**config.mk**
```make
export PLATFORM = sky130hd
export DESIGN_NAME = stereo_width_bass_mono_unit_flat
export DESIGN_NICKNAME = d
export VERILOG_FILES = /design/src/hdl/swbm_pkg.sv /design/src/hdl/swbm_req_if.sv /design/src/hdl/swbm_rsp_if.sv /design/src/hdl/swbm_csr.sv /design/src/hdl/swbm_mul.sv /design/src/hdl/stereo_width_bass_mono_unit.sv /design/src/flat_wrapper.sv
export SDC_FILE = /design/constraint.sdc
export NUM_CORES = 2
export LEC_CHECK = 0
export BUFFER_PORTS_ARGS = -buffer_cell sky130_fd_sc_hd__buf_2
export CORE_MARGIN = 2
export CORE_UTILIZATION = 45
export CTS_BUF_LIST = sky130_fd_sc_hd__clkbuf_8
export CTS_CLUSTER_DIAMETER = 40
export CTS_CLUSTER_SIZE = 8
export DETAILED_ROUTE_END_ITERATION = 12
export GPL_ROUTABILITY_DRIVEN = 1
export HOLD_SLACK_MARGIN = 0.1
export SYNTH_ARGS = -nofsm -noshare
export SYNTH_HDL_FRONTEND = slang
export SYNTH_HIERARCHICAL = 1
export SYNTH_SLANG_ARGS = --single-unit
```
**constraint.sdc**
```tcl
create_clock -name clock -period 12.1 [get_ports clock]
set_clock_uncertainty 0.2 [all_clocks]
set_input_delay 2.42 -clock clock [delete_from_list [all_inputs] [get_ports clock]]
set_output_delay 2.42 -clock clock [all_outputs]
set_load 0.005 [all_outputs]
```
**src/hdl/swbm_pkg.sv**
```systemverilog
// Shared types, constants and saturation helpers for the stereo width / bass mono block.
// No dependencies; swbm_csr, the main unit and the testbench import this package.
`default_nettype none

package swbm_pkg;

   localparam int COEF_W     = 32;
   localparam int GAIN_W     = 16;
   localparam int GAIN_SHIFT = 15;
   localparam int ACC_W      = 64;
   localparam int WIDE_W     = 66;
   localparam int Y_W        = 32;
   localparam int CSR_DATA_W = 32;
   localparam int CSR_ADDR_W = 5;
   localparam int TAP_W      = 3;

   localparam logic [GAIN_W-1:0] GAIN_RESET = 16'd19661;

   // Filter taps, in accumulation order
   localparam logic [TAP_W-1:0] TAP_B0 = 3'd0;
   localparam logic [TAP_W-1:0] TAP_B1 = 3'd1;
   localparam logic [TAP_W-1:0] TAP_B2 = 3'd2;
   localparam logic [TAP_W-1:0] TAP_A1 = 3'd3;
   localparam logic [TAP_W-1:0] TAP_A2 = 3'd4;

   typedef enum logic [2:0] {
      REG_WIDTH_GAIN = 3'd0,
      REG_BASS_MONO  = 3'd1,
      REG_COEF_B0    = 3'd2,
      REG_COEF_B1    = 3'd3,
      REG_COEF_B2    = 3'd4,
      REG_COEF_A1    = 3'd5,
      REG_COEF_A2    = 3'd6
   } swbm_reg_type;

   typedef enum logic [2:0] {
      ST_IDLE,
      ST_GAIN,
      ST_SIDE,
      ST_MUL,
      ST_ADD,
      ST_ROUND,
      ST_FILT,
      ST_MIX
   } swbm_state_type;

   typedef struct packed {
      logic [GAIN_W-1:0]        width_gain;
      logic                     bass_mono_enable;
      logic signed [COEF_W-1:0] coef_b0;
      logic signed [COEF_W-1:0] coef_b1;
      logic signed [COEF_W-1:0] coef_b2;
      logic signed [COEF_W-1:0] coef_a1;
      logic signed [COEF_W-1:0] coef_a2;
   } swbm_cfg_type;

   function automatic logic signed [ACC_W-1:0] sat_acc(input logic signed [WIDE_W-1:0] v);
      logic signed [WIDE_W-1:0] hi;
      logic signed [WIDE_W-1:0] lo;
      hi = {{(WIDE_W-ACC_W+1){1'b0}}, {(ACC_W-1){1'b1}}};
      lo = ~hi;
      if (v > hi) begin
         sat_acc = hi[ACC_W-1:0];
      end else if (v < lo) begin
         sat_acc = lo[ACC_W-1:0];
      end else begin
         sat_acc = v[ACC_W-1:0];
      end
   endfunction

   function automatic logic signed [Y_W-1:0] sat_y(input logic signed [ACC_W-1:0] v);
      logic signed [ACC_W-1:0] hi;
      logic signed [ACC_W-1:0] lo;
      hi = {{(ACC_W-Y_W+1){1'b0}}, {(Y_W-1){1'b1}}};
      lo = ~hi;
      if (v > hi) begin
         sat_y = hi[Y_W-1:0];
      end else if (v < lo) begin
         sat_y = lo[Y_W-1:0];
      end else begin
         sat_y = v[Y_W-1:0];
      end
   endfunction

endpackage

`default_nettype wire

```
**src/hdl/swbm_req_if.sv**
```systemverilog
// Input channel: one stereo sample pair per transaction, valid/ready handshake.
// Depends on nothing.
`default_nettype none

interface swbm_req_if #(parameter int SAMPLE_BITS = 24) ();
   logic                          valid;
   logic                          ready;
   logic signed [SAMPLE_BITS-1:0] left_in;
   logic signed [SAMPLE_BITS-1:0] right_in;

   modport source (output valid, output left_in, output right_in, input ready);
   modport sink   (input valid, input left_in, input right_in, output ready);
endinterface

`default_nettype wire

```
**src/hdl/swbm_rsp_if.sv**
```systemverilog
// Result channel: one processed stereo sample pair per transaction.
// Depends on nothing.
`default_nettype none

interface swbm_rsp_if #(parameter int SAMPLE_BITS = 24) ();
   logic                          valid;
   logic                          ready;
   logic signed [SAMPLE_BITS-1:0] left_out;
   logic signed [SAMPLE_BITS-1:0] right_out;

   modport source (output valid, output left_out, output right_out, input ready);
   modport sink   (input valid, input left_out, input right_out, output ready);
endinterface

`default_nettype wire

```
**src/hdl/swbm_csr.sv**
```systemverilog
// APB-style register file: width gain, bass mono enable and the five biquad coefficients.
// Depends on swbm_pkg.
`default_nettype none

module swbm_csr (
   input  wire logic                            clock,
   input  wire logic                            reset,
   input  wire logic                            csr_psel,
   input  wire logic                            csr_penable,
   input  wire logic                            csr_pwrite,
   input  wire logic [swbm_pkg::CSR_ADDR_W-1:0] csr_paddr,
   input  wire logic [swbm_pkg::CSR_DATA_W-1:0] csr_pwdata,
   output logic      [swbm_pkg::CSR_DATA_W-1:0] csr_prdata,
   output logic                                 csr_pready,
   output swbm_pkg::swbm_cfg_type               cfg
);
   import swbm_pkg::*;

   localparam swbm_cfg_type CFG_RESET = '{
      width_gain:       GAIN_RESET,
      bass_mono_enable: 1'b0,
      coef_b0:          '0,
      coef_b1:          '0,
      coef_b2:          '0,
      coef_a1:          '0,
      coef_a2:          '0
   };

   swbm_cfg_type cfg_ff;
   swbm_cfg_type cfg_in;
   swbm_reg_type reg_sel;
   logic         wr_en;

   assign reg_sel    = swbm_reg_type'(csr_paddr[CSR_ADDR_W-1:2]);
   assign wr_en      = csr_psel && csr_penable && csr_pwrite;
   assign csr_pready = 1'b1;
   assign cfg        = cfg_ff;

   always_comb begin
      cfg_in = cfg_ff;
      if (wr_en) begin
         case (reg_sel)
            REG_WIDTH_GAIN: cfg_in.width_gain       = csr_pwdata[GAIN_W-1:0];
            REG_BASS_MONO:  cfg_in.bass_mono_enable = csr_pwdata[0];
            REG_COEF_B0:    cfg_in.coef_b0          = signed'(csr_pwdata);
            REG_COEF_B1:    cfg_in.coef_b1          = signed'(csr_pwdata);
            REG_COEF_B2:    cfg_in.coef_b2          = signed'(csr_pwdata);
            REG_COEF_A1:    cfg_in.coef_a1          = signed'(csr_pwdata);
            REG_COEF_A2:    cfg_in.coef_a2          = signed'(csr_pwdata);
            default:        cfg_in                  = cfg_ff;
         endcase
      end
   end

   always_comb begin
      case (reg_sel)
         REG_WIDTH_GAIN: csr_prdata = {{(CSR_DATA_W-GAIN_W){1'b0}}, cfg_ff.width_gain};
         REG_BASS_MONO:  csr_prdata = {{(CSR_DATA_W-1){1'b0}}, cfg_ff.bass_mono_enable};
         REG_COEF_B0:    csr_prdata = cfg_ff.coef_b0;
         REG_COEF_B1:    csr_prdata = cfg_ff.coef_b1;
         REG_COEF_B2:    csr_prdata = cfg_ff.coef_b2;
         REG_COEF_A1:    csr_prdata = cfg_ff.coef_a1;
         REG_COEF_A2:    csr_prdata = cfg_ff.coef_a2;
         default:        csr_prdata = '0;
      endcase
   end

   always_ff @(posedge clock) begin
      if (reset) begin
         cfg_ff <= CFG_RESET;
      end else begin
         cfg_ff <= cfg_in;
      end
   end

endmodule

`default_nettype wire

```
**src/hdl/swbm_mul.sv**
```systemverilog
// Shared signed multiplier with a registered product.
// Depends on nothing.
`default_nettype none

module swbm_mul #(
   parameter int A_W = 32,
   parameter int B_W = 32
) (
   input  wire logic                     clock,
   input  wire logic signed [A_W-1:0]    mul_a,
   input  wire logic signed [B_W-1:0]    mul_b,
   output logic signed [A_W+B_W-1:0]     prod
);
   logic signed [A_W+B_W-1:0] prod_ff;

   assign prod = prod_ff;

   always_ff @(posedge clock) begin
      prod_ff <= (A_W+B_W)'(mul_a) * (A_W+B_W)'(mul_b);
   end

endmodule

`default_nettype wire

```
**src/hdl/stereo_width_bass_mono_unit.sv**
```systemverilog
// Stereo width with bass mono: mid/side split, side gain, biquad low-pass removal of bass side.
// The single shared multiplier is used once for the gain and once per biquad tap, and a new
// stereo pair is accepted only in the idle state, once the previous result has been registered.
// Reset (synchronous, active high): registers to their defaults, filter history to zero.
// Depends on swbm_pkg, swbm_req_if, swbm_rsp_if, swbm_csr, swbm_mul.
`default_nettype none

module stereo_width_bass_mono_unit #(
   parameter int SAMPLE_BITS    = 24,
   parameter int COEF_FRAC_BITS = 30
) (
   input  wire logic                            clock,
   input  wire logic                            reset,
   swbm_req_if.sink                             req,
   swbm_rsp_if.source                           rsp,
   input  wire logic                            csr_psel,
   input  wire logic                            csr_penable,
   input  wire logic                            csr_pwrite,
   input  wire logic [swbm_pkg::CSR_ADDR_W-1:0] csr_paddr,
   input  wire logic [swbm_pkg::CSR_DATA_W-1:0] csr_pwdata,
   output logic      [swbm_pkg::CSR_DATA_W-1:0] csr_prdata,
   output logic                                 csr_pready
);
   import swbm_pkg::*;

   // Widths: side after gain, multiplier operand, product, side after bass removal, final mix
   localparam int SIDE_W = SAMPLE_BITS + 1;
   localparam int OPB_W  = (SIDE_W > COEF_W) ? SIDE_W : COEF_W;
   localparam int PROD_W = COEF_W + OPB_W;
   localparam int DIFF_W = OPB_W + 1;
   localparam int MIX_W  = DIFF_W + 1;

   localparam logic signed [PROD_W-1:0] SIDE_HI =
      {{(PROD_W-SIDE_W+1){1'b0}}, {(SIDE_W-1){1'b1}}};
   localparam logic signed [PROD_W-1:0] SIDE_LO = ~SIDE_HI;
   localparam logic signed [MIX_W-1:0] OUT_HI =
      {{(MIX_W-SAMPLE_BITS+1){1'b0}}, {(SAMPLE_BITS-1){1'b1}}};
   localparam logic signed [MIX_W-1:0] OUT_LO = ~OUT_HI;
   localparam logic signed [WIDE_W-1:0] ROUND_BIAS = WIDE_W'(1) <<< (COEF_FRAC_BITS - 1);

   swbm_cfg_type cfg;

   swbm_csr u_csr (
      .clock       (clock),
      .reset       (reset),
      .csr_psel    (csr_psel),
      .csr_penable (csr_penable),
      .csr_pwrite  (csr_pwrite),
      .csr_paddr   (csr_paddr),
      .csr_pwdata  (csr_pwdata),
      .csr_prdata  (csr_prdata),
      .csr_pready  (csr_pready),
      .cfg         (cfg)
   );

   // Sequencer state
   swbm_state_type state_ff, state_in;
   logic [TAP_W-1:0] tap_ff, tap_in;

   // Sample and working registers (payload, no reset, apart from out_valid_ff)
   logic signed [SAMPLE_BITS-1:0] left_ff, left_in_r;
   logic signed [SAMPLE_BITS-1:0] right_ff, right_in_r;
   logic signed [DIFF_W-1:0]      side_ff, side_in;
   logic signed [ACC_W-1:0]       acc_ff, acc_in;
   logic signed [SAMPLE_BITS-1:0] lout_ff, lout_in;
   logic signed [SAMPLE_BITS-1:0] rout_ff, rout_in;
   logic                          out_valid_ff, out_valid_in;

   // Filter history (reset to zero)
   logic signed [SIDE_W-1:0] side_prev1_ff, side_prev1_in;
   logic signed [SIDE_W-1:0] side_prev2_ff, side_prev2_in;
   logic signed [Y_W-1:0]    lp_prev1_ff, lp_prev1_in;
   logic signed [Y_W-1:0]    lp_prev2_ff, lp_prev2_in;

   // Shared multiplier
   logic signed [COEF_W-1:0] mul_a;
   logic signed [OPB_W-1:0]  mul_b;
   logic signed [PROD_W-1:0] prod;

   swbm_mul #(.A_W(COEF_W), .B_W(OPB_W)) u_mul (
      .clock (clock),
      .mul_a (mul_a),
      .mul_b (mul_b),
      .prod  (prod)
   );

   // Datapath helpers
   logic                          accept;
   logic                          out_free;
   logic signed [SIDE_W-1:0]      diff;
   logic signed [PROD_W-1:0]      gain_shift;
   logic signed [SIDE_W-1:0]      side_sat;
   logic signed [SIDE_W-1:0]      side_cur;
   logic signed [ACC_W-1:0]       prod_sat;
   logic signed [WIDE_W-1:0]      acc_sum;
   logic signed [Y_W-1:0]         lp_y;
   logic signed [SIDE_W:0]        mid_sum;
   logic signed [MIX_W-1:0]       mid_w;
   logic signed [MIX_W-1:0]       mix_p;
   logic signed [MIX_W-1:0]       mix_m;

   assign req.ready = (state_ff == ST_IDLE);
   assign accept    = req.valid && req.ready;
   assign out_free  = !out_valid_ff || rsp.ready;

   assign rsp.valid     = out_valid_ff;
   assign rsp.left_out  = lout_ff;
   assign rsp.right_out = rout_ff;

   assign diff       = SIDE_W'(left_ff) - SIDE_W'(right_ff);
   assign gain_shift = prod >>> GAIN_SHIFT;
   assign side_cur   = side_ff[SIDE_W-1:0];
   assign prod_sat   = sat_acc(WIDE_W'(prod));
   assign lp_y       = sat_y(acc_ff >>> COEF_FRAC_BITS);

   // Clamp the scaled side to one bit more than a sample
   always_comb begin
      if (gain_shift > SIDE_HI) begin
         side_sat = SIDE_HI[SIDE_W-1:0];
      end else if (gain_shift < SIDE_LO) begin
         side_sat = SIDE_LO[SIDE_W-1:0];
      end else begin
         side_sat = gain_shift[SIDE_W-1:0];
      end
   end

   // Feedback taps subtract, feedforward taps add; each step saturates at 64 bits
   always_comb begin
      if (tap_ff >= TAP_A1) begin
         acc_sum = WIDE_W'(acc_ff) - WIDE_W'(prod_sat);
      end else begin
         acc_sum = WIDE_W'(acc_ff) + WIDE_W'(prod_sat);
      end
   end

   // Mid is the floored half sum; mix both ways and clamp to a sample
   assign mid_sum = (SIDE_W+1)'(left_ff) + (SIDE_W+1)'(right_ff);
   assign mid_w   = MIX_W'(mid_sum >>> 1);
   assign mix_p   = mid_w + MIX_W'(side_ff);
   assign mix_m   = mid_w - MIX_W'(side_ff);

   // Next state
   always_comb begin
      state_in = state_ff;
      case (state_ff)
         ST_IDLE:  if (accept) state_in = ST_GAIN;
         ST_GAIN:  state_in = ST_SIDE;
         ST_SIDE:  state_in = cfg.bass_mono_enable ? ST_MUL : ST_MIX;
         ST_MUL:   state_in = ST_ADD;
         ST_ADD:   state_in = (tap_ff == TAP_A2) ? ST_ROUND : ST_MUL;
         ST_ROUND: state_in = ST_FILT;
         ST_FILT:  state_in = ST_MIX;
         ST_MIX:   if (out_free) state_in = ST_IDLE;
         default:  state_in = ST_IDLE;
      endcase
   end

   // Multiplier operands: gain product first, then one biquad tap per pass
   always_comb begin
      mul_a = signed'({{(COEF_W-GAIN_W){1'b0}}, cfg.width_gain});
      mul_b = OPB_W'(diff);
      if (state_ff == ST_MUL) begin
         case (tap_ff)
            TAP_B0:  begin mul_a = cfg.coef_b0; mul_b = OPB_W'(side_cur);      end
            TAP_B1:  begin mul_a = cfg.coef_b1; mul_b = OPB_W'(side_prev1_ff); end
            TAP_B2:  begin mul_a = cfg.coef_b2; mul_b = OPB_W'(side_prev2_ff); end
            TAP_A1:  begin mul_a = cfg.coef_a1; mul_b = OPB_W'(lp_prev1_ff);   end
            TAP_A2:  begin mul_a = cfg.coef_a2; mul_b = OPB_W'(lp_prev2_ff);   end
            default: begin mul_a = cfg.coef_b0; mul_b = OPB_W'(side_cur);      end
         endcase
      end
   end

   // Register updates per state
   always_comb begin
      tap_in        = tap_ff;
      left_in_r     = left_ff;
      right_in_r    = right_ff;
      side_in       = side_ff;
      acc_in        = acc_ff;
      lout_in       = lout_ff;
      rout_in       = rout_ff;
      out_valid_in  = out_valid_ff;
      side_prev1_in = side_prev1_ff;
      side_prev2_in = side_prev2_ff;
      lp_prev1_in   = lp_prev1_ff;
      lp_prev2_in   = lp_prev2_ff;

      // Drop the result once the sink takes it
      if (out_valid_ff && rsp.ready) begin
         out_valid_in = 1'b0;
      end

      case (state_ff)
         ST_IDLE: begin
            if (accept) begin
               left_in_r  = req.left_in;
               right_in_r = req.right_in;
            end
         end
         ST_SIDE: begin
            side_in = DIFF_W'(side_sat);
            tap_in  = TAP_B0;
         end
         ST_ADD: begin
            // First tap loads, later taps accumulate
            acc_in = (tap_ff == TAP_B0) ? prod_sat : sat_acc(acc_sum);
            tap_in = tap_ff + TAP_W'(1);
         end
         ST_ROUND: begin
            acc_in = sat_acc(WIDE_W'(acc_ff) + ROUND_BIAS);
         end
         ST_FILT: begin
            // Advance the filter history and remove the low band from side
            side_prev2_in = side_prev1_ff;
            side_prev1_in = side_cur;
            lp_prev2_in   = lp_prev1_ff;
            lp_prev1_in   = lp_y;
            side_in       = DIFF_W'(side_cur) - DIFF_W'(lp_y);
         end
         ST_MIX: begin
            if (out_free) begin
               out_valid_in = 1'b1;
               if (mix_p > OUT_HI) begin
                  lout_in = OUT_HI[SAMPLE_BITS-1:0];
               end else if (mix_p < OUT_LO) begin
                  lout_in = OUT_LO[SAMPLE_BITS-1:0];
               end else begin
                  lout_in = mix_p[SAMPLE_BITS-1:0];
               end
               if (mix_m > OUT_HI) begin
                  rout_in = OUT_HI[SAMPLE_BITS-1:0];
               end else if (mix_m < OUT_LO) begin
                  rout_in = OUT_LO[SAMPLE_BITS-1:0];
               end else begin
                  rout_in = mix_m[SAMPLE_BITS-1:0];
               end
            end
         end
         default: begin
            tap_in = tap_ff;
         end
      endcase
   end

   // Control state and filter history
   always_ff @(posedge clock) begin
      if (reset) begin
         state_ff      <= ST_IDLE;
         tap_ff        <= TAP_B0;
         out_valid_ff  <= 1'b0;
         side_prev1_ff <= '0;
         side_prev2_ff <= '0;
         lp_prev1_ff   <= '0;
         lp_prev2_ff   <= '0;
      end else begin
         state_ff      <= state_in;
         tap_ff        <= tap_in;
         out_valid_ff  <= out_valid_in;
         side_prev1_ff <= side_prev1_in;
         side_prev2_ff <= side_prev2_in;
         lp_prev1_ff   <= lp_prev1_in;
         lp_prev2_ff   <= lp_prev2_in;
      end
   end

   // Payload registers
   always_ff @(posedge clock) begin
      left_ff  <= left_in_r;
      right_ff <= right_in_r;
      side_ff  <= side_in;
      acc_ff   <= acc_in;
      lout_ff  <= lout_in;
      rout_ff  <= rout_in;
   end

endmodule

`default_nettype wire

```
**src/flat_wrapper.sv**
```systemverilog
// flat-port wrapper written by rule: the top's interface ports become plain ports
module stereo_width_bass_mono_unit_flat import swbm_pkg::*;
#(
   parameter int SAMPLE_BITS    = 24,
   parameter int COEF_FRAC_BITS = 30
)
  (clock, reset, csr_psel, csr_penable, csr_pwrite, csr_paddr, csr_pwdata, csr_prdata, csr_pready, req_valid, req_left_in, req_right_in, req_ready, rsp_valid, rsp_left_out, rsp_right_out, rsp_ready);
  swbm_req_if #(.SAMPLE_BITS(SAMPLE_BITS)) req_i ();
  swbm_rsp_if #(.SAMPLE_BITS(SAMPLE_BITS)) rsp_i ();
  input  wire logic clock;
  input  wire logic reset;
  input  wire logic csr_psel;
  input  wire logic csr_penable;
  input  wire logic csr_pwrite;
  input  wire logic [swbm_pkg::CSR_ADDR_W-1:0] csr_paddr;
  input  wire logic [swbm_pkg::CSR_DATA_W-1:0] csr_pwdata;
  output logic      [swbm_pkg::CSR_DATA_W-1:0] csr_prdata;
  output logic csr_pready;
  input wire logic [$bits(req_i.valid)-1:0] req_valid;
  input wire logic [$bits(req_i.left_in)-1:0] req_left_in;
  input wire logic [$bits(req_i.right_in)-1:0] req_right_in;
  output wire logic [$bits(req_i.ready)-1:0] req_ready;
  output wire logic [$bits(rsp_i.valid)-1:0] rsp_valid;
  output wire logic [$bits(rsp_i.left_out)-1:0] rsp_left_out;
  output wire logic [$bits(rsp_i.right_out)-1:0] rsp_right_out;
  input wire logic [$bits(rsp_i.ready)-1:0] rsp_ready;
  assign req_i.valid = req_valid;
  assign req_i.left_in = req_left_in;
  assign req_i.right_in = req_right_in;
  assign req_ready = req_i.ready;
  assign rsp_valid = rsp_i.valid;
  assign rsp_left_out = rsp_i.left_out;
  assign rsp_right_out = rsp_i.right_out;
  assign rsp_i.ready = rsp_ready;
  stereo_width_bass_mono_unit #(.SAMPLE_BITS(SAMPLE_BITS), .COEF_FRAC_BITS(COEF_FRAC_BITS)) u_core (.clock(clock), .reset(reset), .req(req_i), .rsp(rsp_i), .csr_psel(csr_psel), .csr_penable(csr_penable), .csr_pwrite(csr_pwrite), .csr_paddr(csr_paddr), .csr_pwdata(csr_pwdata), .csr_prdata(csr_prdata), .csr_pready(csr_pready));
endmodule
```
---- After elaboration in Yosys (flattened, before gate mapping) ----
Cells that the tools add are included.
word-level totals
  input port bits ......................... 92
  register bits ........................... 555
operators by class
  reductions and logical operators ........ 22
  order comparisons ....................... 15
  muxes and demuxes ....................... 30
  equal/unequal tests ..................... 19
  $mul .................................... 1
  $add $sub $neg .......................... 9
operator list
  operator                  number
  $mux W64                  7
  $pmux W32 S4              2
  $pmux W32 S7              1
  $gt A66 B64 Y1 const B    2
  $lt A66 B64 Y1 const B    2
  $mux W32                  4
  $pmux W64 S2              1
  $gt A34 B24 Y1 const B    2
  $lt A34 B24 Y1 const B    2
  $mux W66                  1
  $pmux W33 S2              1
  $add A64 B31 Y65 const B  1
  $add A64 B64 Y65          1
  $sub A64 B64 Y65          1
  $gt A64 B64 Y1 const B    1
  $lt A64 B64 Y1 const B    1
  $mul A32 B32 Y64          1
  $mux W25                  2
  $gt A49 B25 Y1 const B    1
  $lt A49 B25 Y1 const B    1
  $mux W24                  2
  $add A24 B33 Y34          1
  $gt A34 B32 Y1 const B    1
  $lt A34 B32 Y1 const B    1
  other kinds (21)          56

---- Depth between registers and ports, before layout ----
  word-level depth ........................ 10
  gate-level depth with buffers ........... 41
  gate-level depth less buffers ........... 39

---- By module ----
Netlist, hierarchy kept.
by module, submodules not included
  module                       area an instance (sq um)  cells each  instances
  swbm_mul                     37973.9                   4061        1
  stereo_width_bass_mono_unit  28310.9                   3614        1
  swbm_csr                     8303.0                    804         1

---- Worst setup path after synthesis ----
Ideal clock, no wire load.
  path kind ............................... register -> register
  from .................................... register u_core.right_ff[0]
  to ...................................... register u_core.u_mul.prod_ff[58], in the netlist u_core/u_mul/prod[58]
  stages on the path, launching flop included .. 38
  arrival ................................. 9.691 ns
  path slack .............................. 2.088 ns
  library setup time ...................... 0.121 ns
  path buffers ............................ 2
  cell sequence ........................... edfxtp_1 ha_1 fa_1 nand2b_1 a21oi_1 o21ai_0 a21oi_1 o31a_1 o211ai_1 a31oi_1 a21oi_1 a21oi_1 o32a_1 o21ai_0 inv_1 clkbuf_1 nor2_1 fa_1 [2 not listed] fa_1 fa_1 fa_1 fa_1 inv_1 fa_1 inv_1 ha_1 clkbuf_1 nand4_1 nor3_1 nand2_1 nand3_1 a41oi_2 o41ai_4 a31o_2 a21oi_1 xnor2_1
on the way
  longest elaborated chain between the ends .. 3
RTL lines
  what                        RTL line                            source
  from (decl)                 stereo_width_bass_mono_unit.sv:62   logic signed [SAMPLE_BITS-1:0] right_ff, right_in_r;
  from (signal assigned)      stereo_width_bass_mono_unit.sv:270  right_ff <= right_in_r;
  $sub A24 B24 Y25            stereo_width_bass_mono_unit.sv:110  assign diff = SIDE_W'(left_ff) - SIDE_W'(right_ff);
  $mux W32                    stereo_width_bass_mono_unit.sv:162  if (state_ff == ST_MUL) begin
  named net u_core.mul_b[31]  stereo_width_bass_mono_unit.sv:77   logic signed [OPB_W-1:0] mul_b;
  $mul A32 B32 Y64            swbm_mul.sv:19                      prod_ff <= (A_W+B_W)'(mul_a) * (A_W+B_W)'(mul_b);
  to (signal assigned)        swbm_mul.sv:19
  to (decl)                   swbm_mul.sv:14                      logic signed [A_W+B_W-1:0] prod_ff;
The timed path passes the listed nets, and every way through them passes these cells.
A chain may end at the register's enable or synchronous reset.

---- Worst setup path in the final report ----
  from .................................... register u_core.right_ff[1]
  to ...................................... register u_core.u_mul.prod_ff[60], in the netlist u_core/u_mul/prod[60]
Same word-level chain as after synthesis.

==> metrics.txt <==
initial core utilization=0.453; post-route antenna net violation count=0; Setup TNS=0 ns; initial antenna violation count=9; WL met2=110000 um; CTS buffer count=about 100; count of final setup violators=0; cell count after synthesis=roughly 8500; GRT Util Overall=0.278; Worst Path Max Fanout=21; post-route insts no fill=10700; gpl congestion=0.936; clock latency at the later pin of the worst-skew pair=roughly 0.84 ns; mux cell area share after synthesis=0.0316; share of layout cells above drive strength 1=0.0804; Final Util=0.487; Sink Count=approximately 560; pin count of the biggest net entering global routing=123; Top Layer Used=met5; Synth Flop Type=dfxtp_1; Max Cap Viol=0; # DRC=0; final setup margin=~0.54 ns; Top Ports=between 150 and 200; Worst EP required=between 10 and 15 ns; via count=~60000; min Tclk post-route=roughly 12 ns; die width=between 400 and 500 um; final hold violations=0; Placed Instances=between 10000 and 15000; die height=411 um; simple-gate share of the synthesized area=0.167; Initial DRC Count=4969; Setup CP Type=flop to flop; Bufs and invs on worst path=5; HPWL after DPL=approximately 180000 um; Initial DRT Pass Iterations=8; Die ar.=between 150000 and 200000 sq um; Post-Syn Nets=between 10000 and 15000; relative slew slack=0.165; Worst-Margin Slew=1.25 ns; Final #Nets=around 10000; Post-synth ARST share=0; most common cell in the synthesized netlist=inv_1; Post-Syn Area=between 70000 and 80000 sq um; Compound-Gate Fraction of Synth Area=0.139; Worst path most repeated cell=fa_1; Critical Path Start Type=flop; Fillers=~16000; first-pass GRT wire length=approximately 370000 um; clock tree buffer depth=3; status=completed; clock root buffer master=clkbuf_8; Core ar.=~160000 sq um; Worst Setup End Kind=flop; FF+latch count, synth=~560; Unique masters post-synth=roughly 110; Synth Area in Adders=0.359; total grt overflow=0; average wire per standard cell=between 20 and 25 um; Arrival @ worst endpoint=roughly 12 ns; pre-CTS setup slack=approximately 0.63 ns; Critical Path Slowest Stage Cell=o31ai_4; Rows=149; H-tree level count=3; Post-Synth XOR/XNOR Area=0.0393; Synth area leaders=fa_1 (29%), dfxtp_1 (9.7%), edfxtp_1 (7.8%), ha_1 (6.7%), inv_1 (6.2%); Top Family by Delay on Critical Path=compound AO/OA/AOI/OAI gates; Area Overhead vs Synth=7.57%; fmax=~86 MHz; number of synthesized flops with an enable pin=between 150 and 200; combinational family with the most area after synthesis=adder cells; worst min path class=flop to flop; top cells by count, synth=inv_1 (1239), fa_1 (1088), nand2_1 (915), and2_1 (529), a21oi_1 (523); CP peak stage delay=roughly 0.85 ns; Syn Area/Cell=8.80 sq um; CTS clk-pin slew, worst paths=around 0.060 ns; max-slew violations=0; port bufs=approximately 170; Yosys warning total=6; DRT met1 WL=between 100000 and 150000 um; CTS tree=done; Yosys top cell area share=0.292; vias per inst=5.68; cell taking the most area after synthesis=fa_1; final wirelength=235000 um; register area share after synthesis=0.175; Met3 Routed Length=approximately 16000 um; vias in the first global route=61800; Tcrit/Tclk final=0.955
## through the flow
stage	instance area (sq um)	hold WS, ns
after floorplan	74600	0.236
after CTS	80200	0.256
after detailed placement	78100	0.247
after global placement	78100	0.241
after global routing	80200	0.270
final	80200	0.256
## logic make-up (layout without fill, tap and decap cells)
| kind of cell | Yosys count | count (layout) |
|---|---|---|
| other | 1 | 2 |
| buffers and inverters | 1735 | 1759 |
| flip-flops | 555 | 555 |
| AO/OA/AOI/OAI | 1631 | 1631 |
| AND/OR/NAND/NOR | 2500 | 2500 |
| XOR/XNOR | 335 | 335 |
| adder cells (fa/ha/maj) | 1490 | 1490 |
| multiplexers | 232 | 232 |
## per-layer routing
metal | GRT usage | up-vias
li1 | - | 27500
met1 | 0.382 | 30700
met2 | 0.452 | 2160
met3 | 0.0416 | 370
met4 | 0.0866 | 6
met5 | 0 | -
## tightest hold or removal path, stage by stage (launching register included)
cell     delay [ns]
dfxtp_1        0.30
nand2_1        0.05
a21oi_1        0.05
## registers in the layout, indices dropped and copies added (netlist names), 25 cells and up
signal                flops
u_core/acc_ff            64
u_core/lp_prev1_ff       32
u_core/lp_prev2_ff       32
u_core/side_ff           33
u_core/side_prev1_ff     25
u_core/side_prev2_ff     25
u_core/u_csr/cfg        177
u_core/u_mul/prod        64
## final timing paths
check,cells after the start,slack [ns],to,start
worst max-delay path,35,0.54,u_core/u_mul/prod[60],u_core/right_ff[1]
worst min-delay path,2,0.26,u_core/lp_prev2_ff[12],u_core/lp_prev2_ff[12]
worst max register to register,35,0.54,u_core/u_mul/prod[60],u_core/right_ff[1]
worst min register to register,2,0.26,u_core/lp_prev2_ff[12],u_core/lp_prev2_ff[12]
## layout make-up
type / count / area (sq um) / area share
timing repair buffer: 339 / 2230 / 0.0277
inverter: 1239 / 4650 / 0.0580
tap: 2189 / 2740 / 0.0341
clock inverter: 70 / 618 / 0.00770
antenna: 1 / 2.50 / 0.0000312
clock buffer: 111 / 1530 / 0.0190
sequential: 555 / 13000 / 0.163
multi-input combinational: 6189 / 55400 / 0.691
## timing repair
item | 4_1_cts | 5_1_grt
buffers inserted | 0 | 2
gates resized for setup | 0 | 2
hold buffers | 0 | 0
endpoints found under the setup margin | 0 | 3
## placed cells by master (no fill, tap or decap), drive strengths merged, types with 110 or more instances in the layout
cell	synthesis	routed
nor2	352	352
a21oi	526	526
xor2	110	110
nand2	916	916
edfxtp	193	193
xnor2	225	225
ha	402	402
inv	1239	1278
and2	531	531
clkbuf	421	112
mux2i	204	204
fa	1088	1088
o21ai	399	399
buf	75	338
nand2b	252	252
dfxtp	362	362
Power is left out: the tool's default activity adds up to more than one toggle a clock period on the data nets, which glitch-free logic cannot reach.
